### src/deo_pkg.sv
// Shared types, constants and register codes for the depth edge outliner.
`timescale 1ns / 1ps

package deo_pkg;

    localparam int MAX_LINE_WIDTH = 4096;
    localparam int COL_BITS       = $clog2(MAX_LINE_WIDTH);
    localparam int WIDTH_BITS     = 13;
    localparam int RANGE_BITS     = 24;
    localparam int THRESH_BITS    = 24;
    localparam int CHAN_BITS      = 8;
    localparam int CFG_IDX_BITS   = 4;
    localparam int CFG_DATA_BITS  = 24;
    localparam int S_TDATA_BITS   = 48;
    localparam int M_TDATA_BITS   = 24;

    localparam logic [CFG_IDX_BITS-1:0] REG_LINE_WIDTH     = 4'd0;
    localparam logic [CFG_IDX_BITS-1:0] REG_EDGE_THRESHOLD = 4'd1;
    localparam logic [CFG_IDX_BITS-1:0] REG_OUTLINE_GRAY   = 4'd2;
    localparam logic [CFG_IDX_BITS-1:0] REG_OUTLINE_ENABLE = 4'd3;

    localparam logic [WIDTH_BITS-1:0]  LINE_WIDTH_RST = 13'd1024;
    localparam logic [THRESH_BITS-1:0] THRESHOLD_RST  = 24'd2000;
    localparam logic [CHAN_BITS-1:0]   GRAY_RST       = 8'd38;
    localparam logic [WIDTH_BITS-1:0]  WIDTH_MAX      = WIDTH_BITS'(MAX_LINE_WIDTH);

    typedef struct packed {
        logic [COL_BITS-1:0] col;
        logic                first_row;
    } pos_t;

    typedef struct packed {
        logic [CHAN_BITS-1:0] blue;
        logic [CHAN_BITS-1:0] green;
        logic [CHAN_BITS-1:0] red;
    } rgb_t;

endpackage

### src/deo_edge_unit.sv
// Edge decision and color substitution for one pixel.
`timescale 1ns / 1ps

module deo_edge_unit (
    input  logic [deo_pkg::RANGE_BITS-1:0]  here,
    input  logic [deo_pkg::RANGE_BITS-1:0]  above,
    input  logic                            first_row,
    input  logic [deo_pkg::THRESH_BITS-1:0] threshold,
    input  logic                            enable,
    input  logic [deo_pkg::CHAN_BITS-1:0]   gray,
    input  deo_pkg::rgb_t                   rgb_in,
    output deo_pkg::rgb_t                   rgb_out,
    output logic                            is_edge
);

    logic [deo_pkg::RANGE_BITS-1:0] diff;

    always_comb begin
        diff    = (here >= above) ? (here - above) : (above - here);
        is_edge = !first_row && (here != '0) && enable
                  && ((above == '0) || (diff > threshold));
        if (is_edge) begin
            rgb_out.red   = gray;
            rgb_out.green = gray;
            rgb_out.blue  = gray;
        end else begin
            rgb_out = rgb_in;
        end
    end

endmodule

### config.mk
export PLATFORM = sky130hd
export DESIGN_NAME = deo_edge_unit
export DESIGN_NICKNAME = d
export VERILOG_FILES = /design/src/deo_pkg.sv /design/src/deo_edge_unit.sv
export SDC_FILE = /design/constraint.sdc
export NUM_CORES = 1
export LEC_CHECK = 0
export BUFFER_PORTS_ARGS = -buffer_cell sky130_fd_sc_hd__buf_4
export CAP_MARGIN = 40
export CORE_MARGIN = 4
export CORE_UTILIZATION = 55
export DETAILED_ROUTE_END_ITERATION = 10
export PLACE_DENSITY_LB_ADDON = 0.08
export SYNTH_ARGS = -nofsm -noshare
export SYNTH_HDL_FRONTEND = slang
export SYNTH_SLANG_ARGS = --single-unit
### constraint.sdc
create_clock -name vclk -period 13.4
set_input_delay 0.67 -clock vclk [all_inputs]
set_output_delay 0.67 -clock vclk [all_outputs]
set_load 0.05 [all_outputs]
==> flow_metrics.py <==
metrics = {
    "synth": {
        "syn_area_per_cell_um2": 7.06,
        "syn_area_um2": 3660,
        "synth_nets": 698,
        "syn_inst": 519,
        "synth.distinct_cells": 60,
        "yosysWarnings": 0,
        "yosysSeqAreaShare": 0,
    },
    "grt": {
        "grt_antenna_before_repair": 0,
        "grt_pass1_vias": 4211,
        "grt_start_max_net_pins": 22,
        "grt_overflow": 0,
        "grt_pass1_wl_mm": 20.1,
        "grt_usage": 0.312,
    },
    "floorplan": {
        "core_area_um2": 6420,
        "die_y_um": 89.6,
        "die_area_um2": 8030,
        "pin_count": 131,
        "die_width_um": 89.6,
        "start_util": 0.570,
        "fp-row-count": 29,
    },
    "sta": {
        "finalHoldViolCount": 0,
        "min_period_ns": 7.22,
        "rsz0062_at_grt": "no",
        "slew_viol_final": 0,
        "finalSetupTns_ns": 0,
        "setup_viol": 0,
        "tightest_slew_ns": 0.842,
        "fmax_mhz": 138,
        "slew_headroom": 0.438,
        "period_share": 0.539,
    },
    "placement": {
        "place_area_um2": 4620,
        "dp_hpwl_mm": 11.2,
        "portBuffers": 131,
        "place.gp.congestion": 0.964,
    },
    "cts": {
        "cts-hold-fix-buffers": 0,
        "cts_repair_resize_count": 0,
        "cts_setup_buffers": 0,
    },
    "drt": {
        "wirelength_mm": 13.0,
        "vias": 4407,
        "drc": 0,
        "antenna_left": 0,
        "drt_pass1_iterations": 6,
        "drtIter0Drc": 411,
        "viasPerCell": 6.25,
        "wire_per_inst_um": 18.4,
    },
    "critical_path": {
        "worst-setup-path-type": "in2out",
        "worstPathRequired_ns": 12.73,
        "worstPathMaxFanout": 21,
        "cp_num_buf_inv": 4,
        "startpoint_type": "input pin",
        "max_stage_delay_ns": 0.72,
        "crit_path_cell_trace": "buf_4, inv_1, ha_1, and3_1, and3_1, o211ai_1, o21bai_1, or2_1, a32oi_1, xor2_1, ha_1, a21o_1, a21oi_1, o21ai_0, a2111oi_1, o2111ai_1, o21ai_2, buf_8, mux2_2, buf_4",
        "endpoint_kind": "primary output",
        "arrival_ns": 6.55,
        "crit_slowest_cell": "or2_1",
        "critical-path-top-delay-family": "compound AO/OA/AOI/OAI gates",
    },
    "hold_path": {
        "worstHoldPathType": "in2out",
        "hold_end": "rgb_out[7]",
        "min_path_cells": 3,
        "min_from": "rgb_in[7]",
    },
    "outcome": {
        "status": "finished clean",
    },
    "final_layout": {
        "final_area_um2": 4620,
        "seq_cell_count": 0,
        "antennaDiodeCount": 0,
        "regArea_um2": 0,
        "syn_to_final_growth_pct": 26.2,
        "nClkBuffers": 0,
        "layout.cells.most_common": "buf_4",
        "drive_gt1_frac": 0.263,
        "fin_nets": 809,
        "layout_common_cells": "buf_4, inv_1, ha_1",
        "fillers": 556,
    },
    "pwr": {
        "p_leak_nw": 2.53,
        "vdd_drop_max_mv": 0.0658,
        "p_per_area_nw_per_um2": 60.5,
    },
    "run": {
        "cap_viol_max_count": 0,
    },
}
==> report_power, final <==
group	internal (W)	switching (W)
Combinational	0.000116	0.000164
Sequential	0	0
Clock	0	0
==> final cells by class <==
type / instances / area, um^2 / area share
Multi-Input combinational cell: 414 / 3220 / 0.697
Timing Repair Buffer: 132 / 998 / 0.216
Inverter: 82 / 308 / 0.0666
Tap cell: 77 / 96.3 / 0.0208
==> cells by family (layout without fill, tap and decap cells) <==
kind of cell | count (synthesis) | in the layout | synth area share
compound gates | 164 | 164 | 0.296
simple gates | 117 | 117 | 0.165
buf+inv | 105 | 214 | 0.121
fa+ha+maj | 73 | 73 | 0.254
mux | 38 | 38 | 0.112
xor+xnor | 22 | 22 | 0.0526
==> Yosys cell counts, types with 5 or more instances <==
cell type / n / share of area
inv_1: 82 / 0.084
ha_1: 71 / 0.24
a21oi_1: 48 / 0.066
nand2_1: 27 / 0.028
mux2_2: 25 / 0.077
o21ai_0: 24 / 0.033
a21o_1: 23 / 0.047
nor2_1: 22 / 0.023
mux2i_1: 13 / 0.036
nor4_1: 12 / 0.020
clkbuf_1: 11 / 0.011
xnor2_1: 11 / 0.026
xor2_1: 11 / 0.026
nand2b_1: 9 / 0.015
nand4_1: 9 / 0.015
nor3_1: 9 / 0.012
o21a_1: 8 / 0.016
a211oi_1: 7 / 0.014
and3_1: 7 / 0.012
nor2b_1: 6 / 0.010
o211ai_1: 6 / 0.012
a31oi_1: 5 / 0.0085
buf_2: 5 / 0.0068
o31ai_1: 5 / 0.010
==> how the worst max path moves through the flow <==
stage,start,to,slack [ns],cells past startpoint
floorplan,here[0],rgb_out[10],7.68,22
global placement,here[0],rgb_out[17],6.10,20
detailed placement,here[13],rgb_out[22],6.36,20
CTS,here[13],rgb_out[22],6.34,20
global route,here[10],rgb_out[22],5.86,20
finish,here[18],rgb_out[20],6.18,20
==> per-stage QoR <==
stage                     cells  hold WS, ns  power [W]  utilization  setup WS, ns
after floorplan             519         1.64   0.000189            -          7.68
after global placement      704         1.72   0.000266        0.718          6.10
after detailed placement    705         1.73   0.000274        0.720          6.36
after CTS                   705         1.73   0.000275        0.720          6.34
after global routing        705         1.74   0.000303        0.720          5.86
final                       705         1.73   0.000280        0.720          6.18
==> routing by layer <==
metal  routed length [um]  track usage  share of wire  up-vias
met4                  228       0.0474          0.018        0
met3                 1210       0.0237          0.093       25
met1                 5350        0.422           0.41     2018
li1                     -            -              -     2086
met5                    0            0              0        -
met2                 6210        0.549           0.48      278
==> worst min-delay path: cells and delay by family <==
| family | cells | cell delay (ns) |
|---|---|---|
| buffers and inverters | 2 | 0.25 |
| muxes | 1 | 0.13 |
(Power assumes the default switching activity.)
