## src/deo_pkg.sv

```systemverilog
// Shared types, constants and register codes for the depth edge outliner.
`timescale 1ns / 1ps

package deo_pkg;

    localparam int MAX_LINE_WIDTH = 4096;
    localparam int COL_BITS       = $clog2(MAX_LINE_WIDTH);
    localparam int WIDTH_BITS     = 13;
    localparam int RANGE_BITS     = 24;
    localparam int THRESH_BITS    = 24;
    localparam int CHAN_BITS      = 8;
    localparam int CFG_IDX_BITS   = 4;
    localparam int CFG_DATA_BITS  = 24;
    localparam int S_TDATA_BITS   = 48;
    localparam int M_TDATA_BITS   = 24;

    localparam logic [CFG_IDX_BITS-1:0] REG_LINE_WIDTH     = 4'd0;
    localparam logic [CFG_IDX_BITS-1:0] REG_EDGE_THRESHOLD = 4'd1;
    localparam logic [CFG_IDX_BITS-1:0] REG_OUTLINE_GRAY   = 4'd2;
    localparam logic [CFG_IDX_BITS-1:0] REG_OUTLINE_ENABLE = 4'd3;

    localparam logic [WIDTH_BITS-1:0]  LINE_WIDTH_RST = 13'd1024;
    localparam logic [THRESH_BITS-1:0] THRESHOLD_RST  = 24'd2000;
    localparam logic [CHAN_BITS-1:0]   GRAY_RST       = 8'd38;
    localparam logic [WIDTH_BITS-1:0]  WIDTH_MAX      = WIDTH_BITS'(MAX_LINE_WIDTH);

    typedef struct packed {
        logic [COL_BITS-1:0] col;
        logic                first_row;
    } pos_t;

    typedef struct packed {
        logic [CHAN_BITS-1:0] blue;
        logic [CHAN_BITS-1:0] green;
        logic [CHAN_BITS-1:0] red;
    } rgb_t;

endpackage

```

## src/deo_position.sv

```systemverilog
// Column and first-row tracker for the incoming pixel stream.
`timescale 1ns / 1ps

module deo_position (
    input  logic                             aclk,
    input  logic                             aresetn,
    input  logic                             advance,
    input  logic                             frame_start,
    input  logic [deo_pkg::WIDTH_BITS-1:0]   line_width,
    output deo_pkg::pos_t                    pos
);

    logic [deo_pkg::COL_BITS-1:0]   column_reg, column_next;
    logic                           first_reg, first_next;
    logic [deo_pkg::WIDTH_BITS-1:0] width_use;
    logic [deo_pkg::COL_BITS-1:0]   col_start;
    logic                           first_start;
    logic [deo_pkg::WIDTH_BITS-1:0] col_inc;

    always_comb begin
        priority if (line_width == '0) begin
            width_use = deo_pkg::WIDTH_BITS'(1);
        end else if (line_width > deo_pkg::WIDTH_MAX) begin
            width_use = deo_pkg::WIDTH_MAX;
        end else begin
            width_use = line_width;
        end
    end

    always_comb begin
        col_start   = frame_start ? '0 : column_reg;
        first_start = frame_start ? 1'b1 : first_reg;
        // width lowered mid row: treat as start of the next row
        if ({1'b0, col_start} >= width_use) begin
            pos.col       = '0;
            pos.first_row = 1'b0;
        end else begin
            pos.col       = col_start;
            pos.first_row = first_start;
        end
        col_inc = {1'b0, pos.col} + deo_pkg::WIDTH_BITS'(1);
        if (col_inc >= width_use) begin
            column_next = '0;
            first_next  = 1'b0;
        end else begin
            column_next = col_inc[deo_pkg::COL_BITS-1:0];
            first_next  = pos.first_row;
        end
    end

    always_ff @(posedge aclk) begin
        if (!aresetn) begin
            column_reg <= '0;
            first_reg  <= 1'b1;
        end else if (advance) begin
            column_reg <= column_next;
            first_reg  <= first_next;
        end
    end

endmodule

```

## config.mk

```make
export PLATFORM = sky130hd
export DESIGN_NAME = deo_position
export DESIGN_NICKNAME = d
export VERILOG_FILES = /design/src/deo_pkg.sv /design/src/deo_position.sv
export SDC_FILE = /design/constraint.sdc
export NUM_CORES = 1
export LEC_CHECK = 0
export BUFFER_PORTS_ARGS = -buffer_cell sky130_fd_sc_hd__clkbuf_2
export CORE_ASPECT_RATIO = 0.9
export CORE_MARGIN = 1.5
export CORE_UTILIZATION = 51
export DETAILED_ROUTE_END_ITERATION = 16
export MAX_ROUTING_LAYER = met4
export PLACE_DENSITY = 0.82
export REMOVE_ABC_BUFFERS = 1
export SYNTH_ARGS = -nofsm -noshare
export SYNTH_HDL_FRONTEND = slang
export SYNTH_SLANG_ARGS = --single-unit
export TNS_END_PERCENT = 50
```

## constraint.sdc

```tcl
create_clock -name aclk -period 5.2 [get_ports aclk]
set_input_delay 1.04 -clock aclk [delete_from_list [all_inputs] [get_ports aclk]]
set_output_delay 1.04 -clock aclk [all_outputs]
set_load 0.1 [all_outputs]
```

==> impl_metrics.tcl, run 1 <==
set metrics [dict create \
    yosys_register_bits 13 \
    grt_max_degree 14 \
    tritoncts "built" \
    wl_per_cell_um 14.91 \
    synth-edff-count 0 \
    crit_top_cell "ha_1" \
    critPathCaptureType "flop" \
    cp.required_ns 5.40 \
    critPathCapture "column_reg[8]$_SDFFE_PN0P_" \
    diodes 0 \
    status "completed" \
    fin_nets 282 \
    final.setup.worst_slack_ns 0.2540 \
    rsz0062_at_grt "false" \
    cts_setup_buffers 0 \
    start_kind "input port" \
    nFillCells 307 \
    ys.warnings.count 0 \
    grtUsageMet1_pct 32.29 \
    routed_wl_um 4190 \
    cpMaxStageDelayCell "a41oi_1" \
    synthDistinctLibCells 45 \
    fmax_mhz 202.2 \
    synth.top_cell.area_share_pct 19.41 \
    crit_type "input port to flop" \
    start_util_pct 52.96 \
    ff2ff_path_depth 15 \
    fin_skew_ns 0.009237 \
    grt_usage_pct 25.40 \
    p_leak_nw 0.8865 \
    max_stage_delay_ns 0.41 \
    r2r-end "column_reg[8]$_SDFFE_PN0P_" \
    vias_per_cell 5.900 \
    maxSlewHeadroom_pct 48.92 \
    clockRootBuffer "clkbuf_4" \
    gp_congestion 0.9192 \
    setup_tns_ns 0 \
    syn_to_final_growth_pct 14.05 \
    drive_gt1_share_pct 17.99 \
    layout_min_cycle_time_ns 4.946 \
    cts_buffers 3 \
    drtAntennaViolNets 0 \
    critical_path.cell_chain "clkbuf_2, inv_1, nand2_1, ha_1, and4_1, a221o_1, a31oi_2, nand2_2, or2_1, nor2_1, ha_1, nor2b_1, a311o_1, a41oi_1, o211a_1, nand3_1, o21ai_1" \
    maxCapViolations 0 \
    dp_hpwl_um 3424 \
    syn-cell-area_sq_um 1612 \
    ys_seq_area_share_pct 16.15 \
    core_sq_um 3043 \
    drtIter0Drc 155 \
    chipHeight_um 56.33 \
    cts_sinks 13 \
    multi_input_area_sq_um 1291 \
    largest_register_ff_count 12 \
    fin_crit_sh_pct 95.12 \
    gr-total-overflow 0 \
    drtPass1Iterations 4 \
    hold_buffers 0 \
    critPathMaxFanout 13 \
    regArea_sq_um 260.3 \
    cts_max_path_buffers 2 \
    hold_viol 0 \
    final-setup-viol-count 0 \
    grt_pass1_vias 1573 \
    holdPathStages 2 \
    syn_inst 211 \
    die_w_um 62.26 \
    die_area_sq_um 3507 \
    power.total_mw 0.2539 \
    use_met3_pct 4.810 \
    synth_largest_area_cell "ha_1" \
    dp_slack_ns 0.06160 \
    io_pins 30 \
    timing.reg2reg.setup_slack_ns 0.82 \
    async_reset_ff_share_pct 0 \
    ys.flop_type "dfxtp_1" \
    drcViolationCount 0 \
    grt_busiest_layer "met2" \
    worstMarginPinSlew_ns 0.7634 \
    grt_util_met2_pct 42.39 \
    antenna_found_initial 0 \
    report.final.slew_viol_count 0 \
    grt_pass1_wl_um 7072 \
    num_vias 1658 \
    syn_avg_cell_area_sq_um 7.638 \
    hp-class "flop to flop" \
    cts_resized 0 \
    critical_path.startpoint "line_width[12]" \
    worstPathArrival_ns 5.15 \
    placementRows 19 \
    synthTopCellsByArea "ha_1 (19%), dfxtp_1 (16%), nand2_1 (5.1%)" \
    clock_latency_ns 0.28 \
    io_buffers 29 \
    htreeDepth 1 \
    clk_pin_slew_ns 0.08 \
    reg2reg_from "column_reg[5]$_SDFFE_PN0P_" \
    peakVddDrop_mv 0.1266 \
    p_per_area_nw_per_um2 138.1 \
]
## per-layer routing
metal / vias to the layer above / wire length (um)
met5: - / 0
met4: 0 / 61
met3: 7 / 274
met2: 68 / 1937
met1: 754 / 1916
li1: 829 / -
## cells by family (layout without fill, tap and decap cells)
logic type      count (synthesis)  in the layout  synth area share (%)
simple gates                  107            107                 35.87
xor+xnor                       10             10                 5.435
flops                          13             13                 16.15
buf+inv                        16             44                 3.727
fa+ha+maj                      25             25                 19.41
mux                             1              1                0.6211
compound gates                 39             39                 18.79
## cells in the mapped netlist (all sizes together), types with 2 or more instances
library cell	number
a21o	2
nor3	7
nor4	2
or4	2
a221o	5
nor2	21
and2	9
a211o	2
clkbuf	10
and4	4
a31oi	3
dfxtp	13
nand3	5
o21ai	10
xnor2	5
nand2	23
nand2b	6
nor2b	12
a211oi	2
and3	5
ha	25
inv	6
nor3b	2
nand4b	2
a21oi	7
nand4	3
xor2	5
## per-stage QoR
step / instance area, sq um / utilization (%) / std cells / hold WS, ns
after floorplan: 1574 / - / 201 / 0.4282
after global placement: 1812 / 59.54 / 277 / 0.4382
after detailed placement: 1812 / 59.54 / 277 / 0.4444
after CTS: 1838 / 60.40 / 281 / 0.4550
after global routing: 1838 / 60.40 / 281 / 0.4828
final: 1838 / 60.40 / 281 / 0.4503
## power breakdown
part           internal (mW)  total (mW)  leakage, nW  switching, mW
sequential             0.102       0.106        0.105        0.00426
clock                 0.0298      0.0644       0.0150         0.0347
combinational         0.0307      0.0836        0.766         0.0530
total                  0.162       0.254        0.886         0.0919
## worst min-delay path by stage
stage / start / end
floorplan: column_reg[11]$_SDFFE_PN0P_ / column_reg[11]$_SDFFE_PN0P_
global placement: column_reg[11]$_SDFFE_PN0P_ / column_reg[11]$_SDFFE_PN0P_
detailed placement: column_reg[11]$_SDFFE_PN0P_ / column_reg[11]$_SDFFE_PN0P_
CTS: column_reg[11]$_SDFFE_PN0P_ / column_reg[11]$_SDFFE_PN0P_
global route: column_reg[11]$_SDFFE_PN0P_ / column_reg[11]$_SDFFE_PN0P_
finish: column_reg[11]$_SDFFE_PN0P_ / column_reg[11]$_SDFFE_PN0P_
## worst max-delay path, delay by kind of cell
kind                     cells  cell delay (ns)
adder cells (fa/ha/maj)      2             0.55
AND/OR/NAND/NOR              7             1.31
AO/OA/AOI/OAI                6             1.90
buffers and inverters        2             0.36
## area by class of cell
cell class | count | share of cell area (%)
well taps | 42 | 2.859
clock buffers | 4 | 1.430
multi-input cells | 182 | 70.25
repair buffers | 34 | 10.07
flip-flops and latches | 13 | 14.16
inverters | 6 | 1.225
## layout by cell type (no fill, tap or decap), types with 3 or more instances in the layout
cell type	Yosys	final
nand4_1	3	3
a221o_1	5	5
ha_1	25	25
nand2_1	22	22
clkbuf_2	0	28
nor2_1	20	20
and4_1	4	4
buf_4	0	6
a21oi_1	7	7
nor2b_1	12	12
nand3_1	5	5
xor2_1	5	5
o21ai_1	5	5
and3_1	5	5
inv_1	6	6
nor3_1	7	7
o21ai_0	4	4
dfxtp_1	13	13
nand2b_1	6	6
and2_1	9	9
clkbuf_4	0	3
xnor2_1	5	5
(Power assumes the default switching activity.)
==> inputs of run 2 (changes only) <==
--- a/config.mk
+++ b/config.mk
@@ -6,9 +6,11 @@
 export NUM_CORES = 1
 export LEC_CHECK = 0
 export BUFFER_PORTS_ARGS = -buffer_cell sky130_fd_sc_hd__clkbuf_2
+export CELL_PAD_IN_SITES_DETAIL_PLACEMENT = 1
+export CELL_PAD_IN_SITES_GLOBAL_PLACEMENT = 1
 export CORE_ASPECT_RATIO = 0.9
 export CORE_MARGIN = 1.5
-export CORE_UTILIZATION = 51
+export CORE_UTILIZATION = 37
 export DETAILED_ROUTE_END_ITERATION = 16
 export MAX_ROUTING_LAYER = met4
 export PLACE_DENSITY = 0.82
==> impl_metrics.tcl, run 2 (synthesis gave the netlist of run 1 again) <==
set metrics [dict create \
    cpMaxStageDelayCell "a221o_1" \
    critPathCaptureType "flop" \
    grt_pass1_wl_um 8259 \
    core_sq_um 4129 \
    io_pins 30 \
    hold_start "column_reg[11]$_SDFFE_PN0P_" \
    drcViolationCount 0 \
    drtPass1Iterations 4 \
    final_common_cell "clkbuf_2" \
    fin_crit_sh_pct 93.45 \
    critical_path.cell_chain "clkbuf_2, clkinvlp_4, nand2_1, ha_1, and4_1, a221o_1, a31oi_2, nand2_2, or2_1, nor2_1, ha_1, nor2b_1, a311o_1, a41oi_2, o211ai_4, nor3_1, a221o_1" \
    fmax_mhz 205.8 \
    num_vias 1639 \
    io_buffers 29 \
    critPathMaxFanout 13 \
    clk_pin_slew_ns 0.06 \
    gp_congestion 0.9365 \
    syn_to_final_growth_pct 16.38 \
    clock_latency_ns 0.25 \
    power.total_mw 0.2852 \
    tritoncts "built" \
    largest_register_ff_count 12 \
    rsz0062_at_grt "false" \
    diodes 0 \
    grt_usage_pct 23.19 \
    worstMarginPinSlew_ns 0.7831 \
    die_w_um 72.57 \
    hold_buffers 0 \
    wl_per_cell_um 17.27 \
    final_cell_area_sq_um 1876 \
    final_cell_mix "clkbuf_2 (28), ha_1 (25), nand2_1 (22)" \
    peakVddDrop_mv 0.07802 \
    maxCapViolations 0 \
    critPathTopFamily "compound AO/OA/AOI/OAI gates" \
    cts_resized 0 \
    cts_setup_buffers 0 \
    p_leak_nw 0.8897 \
    fin_nets 282 \
    drtIter0Drc 51 \
    maxSlewHeadroom_pct 47.60 \
    chipHeight_um 65.61 \
    grt_pass1_vias 1675 \
    drive_gt1_share_pct 18.83 \
    clockRootBuffer "clkbuf_8" \
    htreeDepth 1 \
    finalNonFillerCells 287 \
    dpl_cell_area_sq_um 1819 \
    vias_per_cell 5.711 \
    nFillCells 528 \
    setup_tns_ns 0 \
    regArea_sq_um 260.3 \
    worstPathArrival_ns 5.05 \
    grt_max_degree 14 \
    routed_wl_um 4957 \
    crit_type "input port to flop" \
    antenna_found_initial 0 \
    cp.required_ns 5.39 \
    drtAntennaViolNets 0 \
    hp-class "flop to flop" \
    p_per_area_nw_per_um2 152.1 \
    cts_max_path_buffers 2 \
    report.final.slew_viol_count 0 \
    critical_path.startpoint "line_width[12]" \
    start_kind "input port" \
    multi_input_area_sq_um 1299 \
    start_util_pct 39.03 \
    whs_ns 0.4661 \
    dp_slack_ns -0.07061 \
    status "completed" \
    hold_viol 0 \
    die_area_sq_um 4761 \
    cts_buffers 3 \
    max_stage_delay_ns 0.36 \
    post-place-cells 283 \
    cts_sinks 13 \
    worst-path-buf-inv 2 \
    final.setup.worst_slack_ns 0.3406 \
    fin_skew_ns 0.004499 \
    reg2reg_from "column_reg[3]$_SDFFE_PN0P_" \
    utilization_pct 45.42 \
    dp_hpwl_um 4144 \
    final-setup-viol-count 0 \
    layout_min_cycle_time_ns 4.859 \
    placementRows 22 \
    gr-total-overflow 0 \
]
## run 2: worst register-to-register path, cell delays in order (launching register included)
cell	delay, ns
dfxtp_1	0.45
nor2b_1	0.24
ha_1	0.27
and4_1	0.23
a221o_1	0.37
a31oi_2	0.30
nand2_2	0.14
or2_1	0.33
nor2_1	0.15
ha_1	0.25
nor2b_1	0.13
a311o_1	0.33
a41oi_2	0.32
o211ai_4	0.15
nor3_1	0.34
a221o_1	0.22
## run 2: path summary, 6_finish.rpt
kind	to	slack, ns	cells after the start
worst min register to register	column_reg[11]$_SDFFE_PN0P_	0.47	2
worst min-delay path	column_reg[11]$_SDFFE_PN0P_	0.47	2
worst max register to register	column_reg[5]$_SDFFE_PN0P_	0.93	15
worst max-delay path	column_reg[5]$_SDFFE_PN0P_	0.34	17
## run 2: cell type report
type	count	area share, %
clock buffer	4	2.402
multi-input combinational	182	69.25
tap	48	3.202
sequential	13	13.88
timing repair buffer	34	9.873
inverter	6	1.401
## run 2: metal layers
layer | vias up | global-route usage [%] | routed length [um] | share of wire [%]
met2 | 29 | 36.70 | 2293 | 46
met5 | - | - | 0 | 0
met4 | 0 | 5.896 | 118 | 2.4
met1 | 775 | 30.35 | 2377 | 48
met3 | 12 | 4.448 | 168 | 3.4
li1 | 823 | - | - | -
## run 2: power by group
| group | internal (mW) | switching, mW |
|---|---|---|
| registers | 0.102 | 0.00477 |
| clock network | 0.0542 | 0.0377 |
| logic | 0.0314 | 0.0552 |
| total | 0.187 | 0.0977 |
==> inputs of run 3 (changes only) <==
--- a/config.mk
+++ b/config.mk
@@ -10,10 +10,10 @@
 export CELL_PAD_IN_SITES_GLOBAL_PLACEMENT = 1
 export CORE_ASPECT_RATIO = 0.9
 export CORE_MARGIN = 1.5
-export CORE_UTILIZATION = 37
+export CORE_UTILIZATION = 41
 export DETAILED_ROUTE_END_ITERATION = 16
 export MAX_ROUTING_LAYER = met4
-export PLACE_DENSITY = 0.82
+export PLACE_DENSITY = 0.86
 export REMOVE_ABC_BUFFERS = 1
 export SYNTH_ARGS = -nofsm -noshare
 export SYNTH_HDL_FRONTEND = slang
==> constraint.sdc (replaced) <==
create_clock -name aclk -period 5.1 [get_ports aclk]
set_input_delay 1.02 -clock aclk [delete_from_list [all_inputs] [get_ports aclk]]
set_output_delay 1.02 -clock aclk [all_outputs]
set_load 0.1 [all_outputs]
==> impl_metrics.tcl, run 3 (synthesis gave the netlist of run 1 again) <==
set metrics [dict create \
    wl_per_cell_um 17.58 \
    regArea_sq_um 260.3 \
    drcViolationCount 0 \
    power.switching_mw 0.09859 \
    htreeDepth 1 \
    grt_max_degree 19 \
    critPathCaptureType "flop" \
    dp_hpwl_um 4265 \
    whs_endpoint "column_reg[8]$_SDFFE_PN0P_" \
    drtAntennaViolNets 0 \
    power_frac_seq_pct 37.2 \
    placementRows 21 \
    hold_buffers 0 \
    cts_setup_buffers 0 \
    die_w_um 69.09 \
    cpMaxStageDelayCell "a41oi_1" \
    grt_usage_pct 25.82 \
    hp-class "flop to flop" \
    critical_path.startpoint "frame_start" \
    start_kind "input port" \
    fin_nets 283 \
    cts_resized 0 \
    p_per_area_nw_per_um2 153.4 \
    cts_sinks 13 \
    switching_share_pct 33.80 \
    pwr-share-clk_pct 31.8 \
    syn_to_final_growth_pct 18.01 \
    max_stage_delay_ns 0.39 \
    routed_wl_um 5028 \
    io_buffers 29 \
    final_cell_mix "ha_1 (25), nand2_1 (22), nor2_1 (20), clkbuf_2 (20), buf_4 (14)" \
    hold_start "column_reg[8]$_SDFFE_PN0P_" \
    cp.required_ns 5.27 \
    worstPathArrival_ns 4.99 \
    core_sq_um 3731 \
    setup_tns_ns 0 \
    r2r-end "column_reg[6]$_SDFFE_PN0P_" \
    clockRootBuffer "clkbuf_8" \
    ff2ff_path_depth 15 \
    chipHeight_um 62.48 \
    grt_pass1_vias 1756 \
    grt_pass1_wl_um 8811 \
    drtIter0Drc 69 \
    pwr-share-comb_pct 31.0 \
    die_area_sq_um 4316 \
    critPathMaxFanout 13 \
    cts_buffers 3 \
    rsz0062_at_grt "false" \
    report.final.slew_viol_count 0 \
    status "completed" \
    gp_congestion 0.8614 \
    nFillCells 496 \
    crit_type "input port to flop" \
    multi_input_area_sq_um 1291 \
    start_util_pct 43.19 \
    fmax_mhz 207.6 \
    layout_min_cycle_time_ns 4.816 \
    final_common_cell "ha_1" \
    tritoncts "built" \
    p_leak_nw 0.9087 \
    io_pins 30 \
    peakVddDrop_mv 0.1168 \
    timing.reg2reg.setup_slack_ns 0.83 \
    vias_per_cell 5.888 \
    maxCapViolations 0 \
    power.internal_mw 0.1931 \
    dp_slack_ns 0.06741 \
    worstMarginPinSlew_ns 0.7961 \
    final.setup.worst_slack_ns 0.2838 \
    drive_gt1_share_pct 18.33 \
    hold_viol 0 \
    diodes 0 \
    clock_latency_ns 0.24 \
    maxSlewHeadroom_pct 46.73 \
    gr-total-overflow 0 \
    critical_path.cell_chain "clkbuf_2, nand2b_1, inv_1, ha_1, and4_1, a31o_2, o21ai_1, and3b_1, and2_1, ha_1, and3_1, a311o_1, a41oi_1, o211a_1, nand3_1, o21ai_1" \
    cts_max_path_buffers 2 \
    reg2reg_from "column_reg[3]$_SDFFE_PN0P_" \
    utilization_pct 50.97 \
    final-setup-viol-count 0 \
    num_vias 1684 \
    holdPathStages 2 \
    largest_register_ff_count 12 \
    fin_skew_ns 0.002669 \
    drtPass1Iterations 4 \
    antenna_found_initial 0 \
    clk_pin_slew_ns 0.06 \
    fin_crit_sh_pct 94.43 \
]
==> run 3: cell type report <==
| type | count | area share, % |
|---|---|---|
| well taps | 46 | 3.026 |
| multi-input cells | 182 | 67.89 |
| flip-flops and latches | 13 | 13.68 |
| inverters | 6 | 1.184 |
| clock buffers | 4 | 2.368 |
| repair buffers | 35 | 11.84 |
==> run 3: how the worst max path moves through the flow <==
stage                                 end  slack [ns]  cells after the start
3_5_place_dp   column_reg[6]$_SDFFE_PN0P_        0.07                     16
6_report       column_reg[6]$_SDFFE_PN0P_        0.28                     16
4_1_cts        column_reg[9]$_SDFFE_PN0P_        0.31                     16
2_1_floorplan  column_reg[9]$_SDFFE_PN0P_       -0.39                     15
5_1_grt        column_reg[9]$_SDFFE_PN0P_       0.005                     16
3_3_place_gp   column_reg[9]$_SDFFE_PN0P_        0.20                     16
==> run 3: power by group through the flow <==
stage | sequential, mW | clock (mW) | combinational (mW)
finish | 0.109 | 0.0926 | 0.0905
global route | 0.109 | 0.101 | 0.0995
CTS | 0.109 | 0.0951 | 0.0902
detailed placement | 0.111 | 0 | 0.0898
global placement | 0.111 | 0 | 0.0870
floorplan | 0.109 | 0 | 0.0574
==> run 3: worst max-delay path: cells and delay by family <==
family	cells	cell delay (ns)
buffers and inverters	2	0.36
adder cells (fa/ha/maj)	2	0.57
AO/OA/AOI/OAI	6	1.77
AND/OR/NAND/NOR	6	1.26
==> run 3: routing by layer <==
layer,wire length (um),global-route usage (%),vias up
met5,0,-,-
li1,-,-,826
met3,134,5.000,10
met4,31,2.451,0
met2,2406,43.63,31
met1,2456,33.27,817
==> run 3: metrics by stage <==
| stage | std cells | hold slack, ns | power [mW] | area, sq um |
|---|---|---|---|---|
| final | 286 | 0.4727 | 0.2917 | 1902 |
| after global routing | 286 | 0.5058 | 0.3099 | 1902 |
| after CTS | 286 | 0.4722 | 0.2938 | 1902 |
| after detailed placement | 282 | 0.4627 | 0.2005 | 1857 |
| after global placement | 282 | 0.4389 | 0.1977 | 1857 |
| after floorplan | 201 | 0.4282 | 0.1664 | 1574 |
